### src/hw/rtl/bgs_pkg.sv
// ----------------------------------------------------------------------------
// bgs_pkg
// Shared widths, codes and transfer structures of the bilinear grid sampler.
// ----------------------------------------------------------------------------
package bgs_pkg;

    // grid geometry, the grid side is a power of two
    localparam int GRID_LOG2 = 8;
    localparam int GRID_SIZE = 1 << GRID_LOG2;
    localparam int FRAC_BITS = 8;

    // field widths
    localparam int POS_W    = 24;
    localparam int SCALE_W  = 24;
    localparam int LIMIT_W  = 15;
    localparam int DATA_W   = 16;
    localparam int IDX_IN_W = 8;
    localparam int CFG_W    = 24;
    localparam int WORD_W   = 2 * DATA_W;

    // grid coordinate arithmetic
    localparam int GFRAC   = 24;
    localparam int PROD_W  = POS_W + SCALE_W + 1;
    localparam int G_W     = PROD_W + 1;
    localparam int CLAMP_W = GRID_LOG2 + GFRAC;

    // 2x2 banked storage
    localparam int NBANK  = 4;
    localparam int HALF_W = GRID_LOG2 - 1;
    localparam int ADDR_W = 2 * HALF_W;

    // blend arithmetic
    localparam int W_W   = 2 * FRAC_BITS + 1;
    localparam int MUL_W = DATA_W + W_W + 1;
    localparam int SUM_W = MUL_W + 2;

    // stages from accept to result register
    localparam int PIPE_DEPTH = 7;

    localparam logic signed [G_W-1:0] G_BIAS =
        G_W'(longint'(GRID_SIZE - 1) << (GFRAC - 1));
    localparam logic signed [G_W-1:0] G_HI =
        G_W'(longint'(GRID_SIZE - 1) << GFRAC);
    localparam logic signed [G_W-1:0] NEAR_CORR =
        G_W'((longint'(1) << GFRAC) - 1);

    typedef logic [1:0] t_op;
    localparam t_op OP_WRITE    = 2'd0;
    localparam t_op OP_BILINEAR = 2'd1;
    localparam t_op OP_NEAREST  = 2'd2;

    typedef logic t_cfg_idx;
    localparam t_cfg_idx CFG_SCALE = 1'b0;
    localparam t_cfg_idx CFG_LIMIT = 1'b1;

    localparam logic [SCALE_W-1:0] SCALE_RESET = SCALE_W'(65536);
    localparam logic [LIMIT_W-1:0] LIMIT_RESET = LIMIT_W'(32767);

    typedef logic [WORD_W-1:0] t_word;

    typedef struct packed {
        logic [NBANK-1:0][W_W-1:0] weight;
        logic [NBANK-1:0]          corner_en;
        logic [NBANK-1:0][1:0]     bank_sel;
        logic                      bilinear;
    } t_blend;

    typedef struct packed {
        t_blend                     blend;
        logic [NBANK-1:0][ADDR_W-1:0] addr;
        logic [NBANK-1:0]           wr_en;
        t_word                      wdata;
    } t_req;

endpackage

### src/hw/rtl/bgs_coord.sv
// ----------------------------------------------------------------------------
// bgs_coord
// Maps world coordinates to grid cells, weights and bank addresses.
// ----------------------------------------------------------------------------
module bgs_coord (
    input  logic                               i_clk,
    input  logic                               i_rst_n,
    input  logic [bgs_pkg::SCALE_W-1:0]        i_scale,
    input  logic                               i_valid,
    output logic                               o_ready,
    input  bgs_pkg::t_op                       i_operation,
    input  logic signed [bgs_pkg::POS_W-1:0]   i_pos_x,
    input  logic signed [bgs_pkg::POS_W-1:0]   i_pos_z,
    input  logic [bgs_pkg::IDX_IN_W-1:0]       i_entry_row,
    input  logic [bgs_pkg::IDX_IN_W-1:0]       i_entry_col,
    input  logic signed [bgs_pkg::DATA_W-1:0]  i_entry_distance,
    input  logic signed [bgs_pkg::DATA_W-1:0]  i_entry_height,
    output logic                               o_req_valid,
    output bgs_pkg::t_req                      o_req,
    input  logic                               i_req_take
);
    import bgs_pkg::*;

    localparam logic [FRAC_BITS:0] ONE_W = (FRAC_BITS + 1)'(1) << FRAC_BITS;
    localparam logic [GRID_LOG2-1:0] IDX_MAX = GRID_LOG2'(GRID_SIZE - 1);

    function automatic logic [CLAMP_W-1:0] clamp_grid(input logic signed [G_W-1:0] g);
        logic [CLAMP_W-1:0] c;
        if (g < 0) begin
            c = '0;
        end else if (g > G_HI) begin
            c = G_HI[CLAMP_W-1:0];
        end else begin
            c = g[CLAMP_W-1:0];
        end
        return c;
    endfunction

    // truncate toward zero, low bits give the wrapped index
    function automatic logic [GRID_LOG2-1:0] near_index(input logic signed [G_W-1:0] g);
        logic signed [G_W-1:0] t;
        t = g + (g[G_W-1] ? NEAR_CORR : G_W'(0));
        return t[GFRAC +: GRID_LOG2];
    endfunction

    logic en_a, en_b, en_c;

    logic                      r_a_v;
    t_op                       r_a_op;
    logic signed [PROD_W-1:0]  r_a_px, r_a_pz;
    logic [IDX_IN_W-1:0]       r_a_row, r_a_col;
    t_word                     r_a_wdata;

    logic                      r_b_v;
    t_op                       r_b_op;
    logic signed [G_W-1:0]     r_b_gx, r_b_gz;
    logic [IDX_IN_W-1:0]       r_b_row, r_b_col;
    t_word                     r_b_wdata;

    logic                      r_c_v;
    t_req                      r_c_req;
    t_req                      n_c_req;

    assign en_c    = !r_c_v || i_req_take;
    assign en_b    = !r_b_v || en_c;
    assign en_a    = !r_a_v || en_b;
    assign o_ready = en_a;

    always_ff @(posedge i_clk) begin
        if (!i_rst_n) begin
            r_a_v <= 1'b0;
            r_b_v <= 1'b0;
            r_c_v <= 1'b0;
        end else begin
            if (en_a) begin
                r_a_v <= i_valid;
            end
            if (en_b) begin
                r_b_v <= r_a_v;
            end
            if (en_c) begin
                r_c_v <= r_b_v;
            end
        end
    end

    always_ff @(posedge i_clk) begin
        if (en_a && i_valid) begin
            r_a_op    <= i_operation;
            r_a_px    <= i_pos_x * $signed({1'b0, i_scale});
            r_a_pz    <= i_pos_z * $signed({1'b0, i_scale});
            r_a_row   <= i_entry_row;
            r_a_col   <= i_entry_col;
            r_a_wdata <= {i_entry_height, i_entry_distance};
        end
        if (en_b && r_a_v) begin
            r_b_op    <= r_a_op;
            r_b_gx    <= G_W'(r_a_px) + G_BIAS;
            r_b_gz    <= G_W'(r_a_pz) + G_BIAS;
            r_b_row   <= r_a_row;
            r_b_col   <= r_a_col;
            r_b_wdata <= r_a_wdata;
        end
        if (en_c && r_b_v) begin
            r_c_req <= n_c_req;
        end
    end

    logic [CLAMP_W-1:0]   cx, cz;
    logic [GRID_LOG2-1:0] bx0, bx1, bz0, bz1;
    logic [GRID_LOG2-1:0] x0, x1, z0, z1, xinc, zinc;
    logic [FRAC_BITS-1:0] fa, fb;
    logic [FRAC_BITS:0]   oma, omb;
    logic                 in_range;
    logic [1:0][HALF_W-1:0] row_half, col_half;

    always_comb begin
        cx  = clamp_grid(r_b_gx);
        cz  = clamp_grid(r_b_gz);
        bx0 = cx[GFRAC +: GRID_LOG2];
        bz0 = cz[GFRAC +: GRID_LOG2];
        bx1 = (bx0 == IDX_MAX) ? bx0 : bx0 + GRID_LOG2'(1);
        bz1 = (bz0 == IDX_MAX) ? bz0 : bz0 + GRID_LOG2'(1);
        fa  = cx[GFRAC-1 -: FRAC_BITS];
        fb  = cz[GFRAC-1 -: FRAC_BITS];
        oma = ONE_W - {1'b0, fa};
        omb = ONE_W - {1'b0, fb};
        in_range = (32'(r_b_row) < GRID_SIZE) && (32'(r_b_col) < GRID_SIZE);

        n_c_req = '0;
        n_c_req.wdata = r_b_wdata;
        x0 = bx0;
        x1 = bx1;
        z0 = bz0;
        z1 = bz1;
        unique case (r_b_op)
            OP_BILINEAR: begin
                n_c_req.blend.bilinear  = 1'b1;
                n_c_req.blend.corner_en = '1;
                n_c_req.blend.weight[0] = W_W'(omb) * W_W'(oma);
                n_c_req.blend.weight[1] = W_W'(omb) * W_W'(fa);
                n_c_req.blend.weight[2] = W_W'(fb) * W_W'(oma);
                n_c_req.blend.weight[3] = W_W'(fb) * W_W'(fa);
            end
            OP_NEAREST: begin
                x0 = near_index(r_b_gx);
                z0 = near_index(r_b_gz);
                x1 = x0;
                z1 = z0;
                n_c_req.blend.corner_en = NBANK'(1);
                n_c_req.blend.weight[0] = W_W'(1) << (2 * FRAC_BITS);
            end
            OP_WRITE: begin
                x0 = GRID_LOG2'(r_b_col);
                z0 = GRID_LOG2'(r_b_row);
                x1 = x0;
                z1 = z0;
                for (int b = 0; b < NBANK; b++) begin
                    n_c_req.wr_en[b] = in_range && (2'(b) == {z0[0], x0[0]});
                end
            end
            default: begin
                n_c_req.blend.corner_en = '0;
            end
        endcase

        // even bank takes the even one of a pair of neighbors, odd bank the odd one
        xinc = x0 + GRID_LOG2'(1);
        zinc = z0 + GRID_LOG2'(1);
        row_half[0] = zinc[GRID_LOG2-1:1];
        row_half[1] = z0[GRID_LOG2-1:1];
        col_half[0] = xinc[GRID_LOG2-1:1];
        col_half[1] = x0[GRID_LOG2-1:1];
        for (int b = 0; b < NBANK; b++) begin
            n_c_req.addr[b] = {row_half[b / 2], col_half[b % 2]};
        end
        n_c_req.blend.bank_sel[0] = {z0[0], x0[0]};
        n_c_req.blend.bank_sel[1] = {z0[0], x1[0]};
        n_c_req.blend.bank_sel[2] = {z1[0], x0[0]};
        n_c_req.blend.bank_sel[3] = {z1[0], x1[0]};
    end

    assign o_req_valid = r_c_v;
    assign o_req       = r_c_req;

endmodule

### config.mk
export PLATFORM = sky130hd
export DESIGN_NAME = bgs_coord
export DESIGN_NICKNAME = d
export VERILOG_FILES = /design/src/hw/rtl/bgs_pkg.sv /design/src/hw/rtl/bgs_coord.sv
export SDC_FILE = /design/constraint.sdc
export NUM_CORES = 2
export LEC_CHECK = 0
export BUFFER_PORTS_ARGS = -buffer_cell sky130_fd_sc_hd__buf_2
export CORE_MARGIN = 3
export CORE_UTILIZATION = 42
export DETAILED_ROUTE_END_ITERATION = 10
export SYNTH_ARGS = -nofsm -noshare
export SYNTH_HDL_FRONTEND = slang
export SYNTH_SLANG_ARGS = --single-unit
### constraint.sdc
create_clock -name i_clk -period 19.1 [get_ports i_clk]
set_input_delay 3.82 -clock i_clk [delete_from_list [all_inputs] [get_ports i_clk]]
set_output_delay 3.82 -clock i_clk [all_outputs]
set_load 0.02 [all_outputs]
# Word level (Yosys, flattened, before mapping)
# Cells that the tools add are included.
# op_classes
div	0
mul	6
n_shift	0
n_addsub	10
n_eq_ne	7
mux	15
reduce_logical	11
order_cmp	4
n_bitwise	0
# op_table
cell	n
32-bit 2-to-1 mux	4
49-bit by 32-bit adder with 50-bit output (second input constant)	2
50-bit by 33-bit > comparator with 1-bit output (second input constant)	2
50-bit by 1-bit less-than comparator with 1-bit output (second input constant)	2
24-bit by 25-bit multiplier with 49-bit output	2
32-bit by 25-bit adder with 32-bit output	2
24-bit 2-to-1 mux	2
17-bit case mux with 2 select lines	1
8-bit case mux with 2 select lines	2
9-bit by 8-bit subtractor with 9-bit output (first input constant)	2
8-bit by 9-bit multiplier with 17-bit output	1
9-bit by 8-bit multiplier with 17-bit output	1
9-bit by 9-bit multiplier with 17-bit output	1
8-bit by 1-bit adder with 8-bit output (second input constant)	2
8-bit equality test (second input constant)	2
8-bit by 8-bit multiplier with 16-bit output	1
4-bit case mux with 2 select lines	1
2-bit equality test (first input constant)	2
2-bit zero test	2
1-bit case mux with 2 select lines	2
1-bit logical AND	3
1-bit zero test	3
1-bit logical OR	3
1-bit 2-to-1 mux	3
other kinds (4)	5
# word_totals
inputBits	126
regBits	474
ramBits	0
mem_bits_ro	0
latchBits	0
n_memories	0
output_inout_bits	175
wordCells	85

# Logic depth before layout (Yosys ltp)
# logic_depth
word_depth	6
mapped_depth	32
depth_no_buf	28

# Worst setup path after synthesis
# Ideal clock, no wire load.
# synth_path
kind	input to register
from	in i_req_take
to	reg r_b_col[0], enable pin
path_slack_ns	3.474
stages	2
n_path_buf	0
arrival_ns	14.737
required_time_ns	18.211
cell_sequence	nor2b_1 > a21boi_0
# synth_via
elab_chain_cells	3
# synth_lines
element	line	source
start: declaration	bgs_coord.sv:20	input logic i_req_take
1-bit logical OR	bgs_coord.sv:64	assign en_c = !r_c_v || i_req_take;
1-bit logical OR	bgs_coord.sv:65	assign en_b = !r_b_v || en_c;
1-bit logical AND	bgs_coord.sv:96	if (en_b && r_a_v) begin
end signal: assignment	bgs_coord.sv:101	r_b_col <= r_a_col;
end: declaration	bgs_coord.sv:57	logic [IDX_IN_W-1:0] r_b_row, r_b_col;
# No other way between the ends.
# A chain may end at the register's enable or synchronous reset.

# Final worst setup path
# layout_path
from	in i_scale[16] in the netlist's numbering
to	reg r_a_px[39] (data pin)
# layout_via
elab_chain_cells	1
# layout_lines
element	line	source
start: declaration	bgs_coord.sv:8	input logic [bgs_pkg::SCALE_W-1:0] i_scale,
24-bit by 25-bit multiplier with 49-bit output	bgs_coord.sv:90	r_a_px <= i_pos_x * $signed({1'b0, i_scale});
end signal: assignment	bgs_coord.sv:90	
end: declaration	bgs_coord.sv:50	logic signed [PROD_W-1:0] r_a_px, r_a_pz;
# No other way between the ends.

==> metrics.md <==
| Metric | Value |
|---|---|
| Slew Viols, Final | `0` |
| Type of the worst setup path | `in2reg` |
| Vias in the first global route | `roughly 48000` |
| Buf/Inv on CP | `6` |
| CTS tree | `done` |
| Top cell by count, worst path | `fa_1` |
| Vias per inst | `about 5.2` |
| Final Non-Filler Cells | `about 8600` |
| CP peak stage delay | `1.01 ns` |
| Ports | `between 300 and 400` |
| Clock tree buffer depth | `3` |
| Total CTS buffers | `51` |
| Post-synthesis adder-cell area fraction | `0.474` |
| DP Cell Count | `around 8500` |
| Root Buffer | `clkbuf_16` |
| Synth Area in Simple Gates | `0.149` |
| Post-CTS Hold Fix Bufs | `0` |
| Setup bufs post-CTS | `0` |
| Worst-Skew Late Latency | `about 0.65 ns` |
| Post-DR wirelength/cell | `between 15 and 20 um` |
| Initial core utilization | `0.425` |
| Final HPWL DP | `between 100000 and 150000 um` |
| I/O Buffers | `~300` |
| Area Overhead vs Synth | `7.38%` |
| Register area share after synthesis | `0.204` |
| Final setup fails | `0` |
| Row cnt | `between 100 and 150` |
| RSZ-0062 raised after global routing | `false` |
| H-tree levels | `2` |
| Period utilisation layout | `0.579` |
| Commonest non-fill, non-tap cells in the layout | `inv_1 (1263), fa_1 (1133), nand2_1 (979)` |
| Fmax | `approximately 90 MHz` |
| Asr flop ratio synth | `0` |
| Post-layout util | `0.456` |
| Pin count of the biggest net entering global routing | `roughly 130` |
| Mux share of post-synthesis cell area | `0.00225` |
| Ys Warns | `0` |
| Core area | `between 150000 and 200000 um2` |
| Vias | `44400` |
| Final RePlAce weighted congestion | `roughly 0.87` |
| Initial DRC Count | `around 2500` |
| Post-CTS sizing | `0` |
| Synthesized area per cell | `around 9.9 um2` |
| GRT Overall Usage | `0.205` |
| Drt first pass iters | `6` |
| Mapped Area | `around 64000 um2` |
| Final setup TNS | `0 ns` |
| Fin. Hold Viols | `0` |
| Die area | `157000 um2` |
| Critical Path Fanout Max | `between 40 and 50` |
| Leading post-synthesis cells by cell area | `fa_1 (36%), edfxtp_1 (20%), ha_1 (12%)` |
| Tmin final | `between 10 and 15 ns` |
| Max-slew headroom | `0.201` |
| Required time worst endpoint | `approximately 20 ns` |
| Initial antenna violation count | `16` |
| Worst Hold Class | `reg2reg` |
| Final #Nets | `about 8400` |
| Post-synthesis cell type count | `slightly above 80` |
| Antenna Violating Nets Remaining | `0` |
| Synth Register Bits | `around 440` |
| Synth Area in Compound Gates | `0.0477` |
| Die height | `~400 um` |
| Post-synth EDFFs | `between 400 and 500` |
| Die X | `396 um` |
| Skew final | `approximately 0.054 ns` |
| Drt total wl | `156000 um` |
| Overflow after GRT | `0` |
| CP endpoint kind | `flop` |
| Synth Area in XOR/XNOR | `0.0269` |
| Crit path DAT | `11.54 ns` |
| Cell taking the most area after synthesis | `fa_1` |
| Global-route wire length before repair | `about 260000 um` |
| Worst slew pin tran | `about 1.2 ns` |
| Clk pin slew, worst setup/hold paths | `roughly 0.06 ns` |
| Most common cell after layout, fill and taps aside | `inv_1` |
| Syn_nets | `about 8300` |
| Ratio of cells with drive above 1 in the final layout | `0.0686` |
| Main combinational cell family by area after synthesis | `adder cells` |
| Critical path startpoint category | `primary input` |
| Status | `complete, no violations` |
| MaxCap Viol Count | `0` |
| Synthesized instance count | `~6500` |
| DRC violation count after routing | `0` |
| Ys flop type | `edfxtp_1` |
| Clk sinks | `around 440` |
| Crit-path cells | `buf_2, buf_4, and2_1, fa_1, inv_1, fa_1, inv_1, fa_1, inv_1, fa_1, fa_1, inv_1, fa_1, fa_1, ha_1, nand3_1, nor2_1, nand4_1, a2111oi_0, nor3_1, o21ai_0, a31oi_1, nor4bb_1, a211o_1` |
| CP max-delay cell | `a2111oi_0` |
| Yosys top cell area share | `0.355` |
| Crit path max-delay family | `adder cells` |
==> logic make-up after synthesis <==
group / after synthesis
mux: 14
flops: 436
compound gates: 465
other cells: 1
buf+inv: 1591
simple gates: 2026
xor+xnor: 192
fa+ha+maj: 1738
==> path summary, 6_finish.rpt <==
| kind | from | to | slack (ns) | cells after the start |
|---|---|---|---|---|
| worst max-delay path | i_scale[16] | r_a_px[39]$_DFFE_PP_ | 8.03 | 24 |
| worst min-delay path | r_a_col[3]$_DFFE_PP_ | r_b_col[3]$_DFFE_PP_ | 0.38 | 0 |
| worst min register to register | r_a_col[3]$_DFFE_PP_ | r_b_col[3]$_DFFE_PP_ | 0.38 | 0 |
| worst max register to register | r_b_gz[21]$_DFFE_PP_ | o_req[120]$_DFFE_PP_ | 10.19 | 28 |
==> layer usage <==
| layer | track usage | up-vias | routed length [um] |
|---|---|---|---|
| met1 | 0.267 | 22600 | 64900 |
| met2 | 0.356 | 1325 | 77600 |
| met5 | 0 | - | 24 |
| met3 | 0.0243 | 301 | 8180 |
| met4 | 0.0706 | 4 | 5760 |
| li1 | - | 20100 | - |
==> state kept, by name, indices dropped and copies added, names as in the netlist, 32 cells and up <==
signal	count
r_b_gz	50
r_b_wdata	32
r_a_pz	49
r_a_wdata	32
r_b_gx	50
o_req	135
r_a_px	49
==> final cells by class <==
type	count	area [um2]
clock buffers	59	1310
inverters	1265	4750
diodes	9	22.5
clock inverters	36	362
repair buffers	344	1850
fillers	14400	81900
multi-input cells	4436	44700
flip-flops and latches	436	13100
well taps	2016	2520
==> metrics by stage <==
step / hold slack [ns] / setup slack, ns / area (um2)
finish: 0.382 / 8.03 / 68600
global route: 0.389 / 7.56 / 68600
CTS: 0.368 / 8.08 / 68600
detailed placement: 0.405 / 7.40 / 66900
global placement: 0.401 / 7.49 / 66900
floorplan: 0.400 / 3.47 / 63900
==> cells in the mapped netlist (64+ instances only) <==
| library cell | n |
|---|---|
| nor2_1 | 253 |
| xnor2_1 | 132 |
| edfxtp_1 | 433 |
| nand2_1 | 979 |
| fa_1 | 1133 |
| a21oi_1 | 138 |
| and2_1 | 446 |
| ha_1 | 605 |
| a21o_1 | 64 |
| inv_1 | 1263 |
| o21ai_0 | 85 |
| clkbuf_1 | 278 |
Power is left out: the tool's default activity adds up to more than one toggle a clock period on the data nets, which glitch-free logic cannot reach.
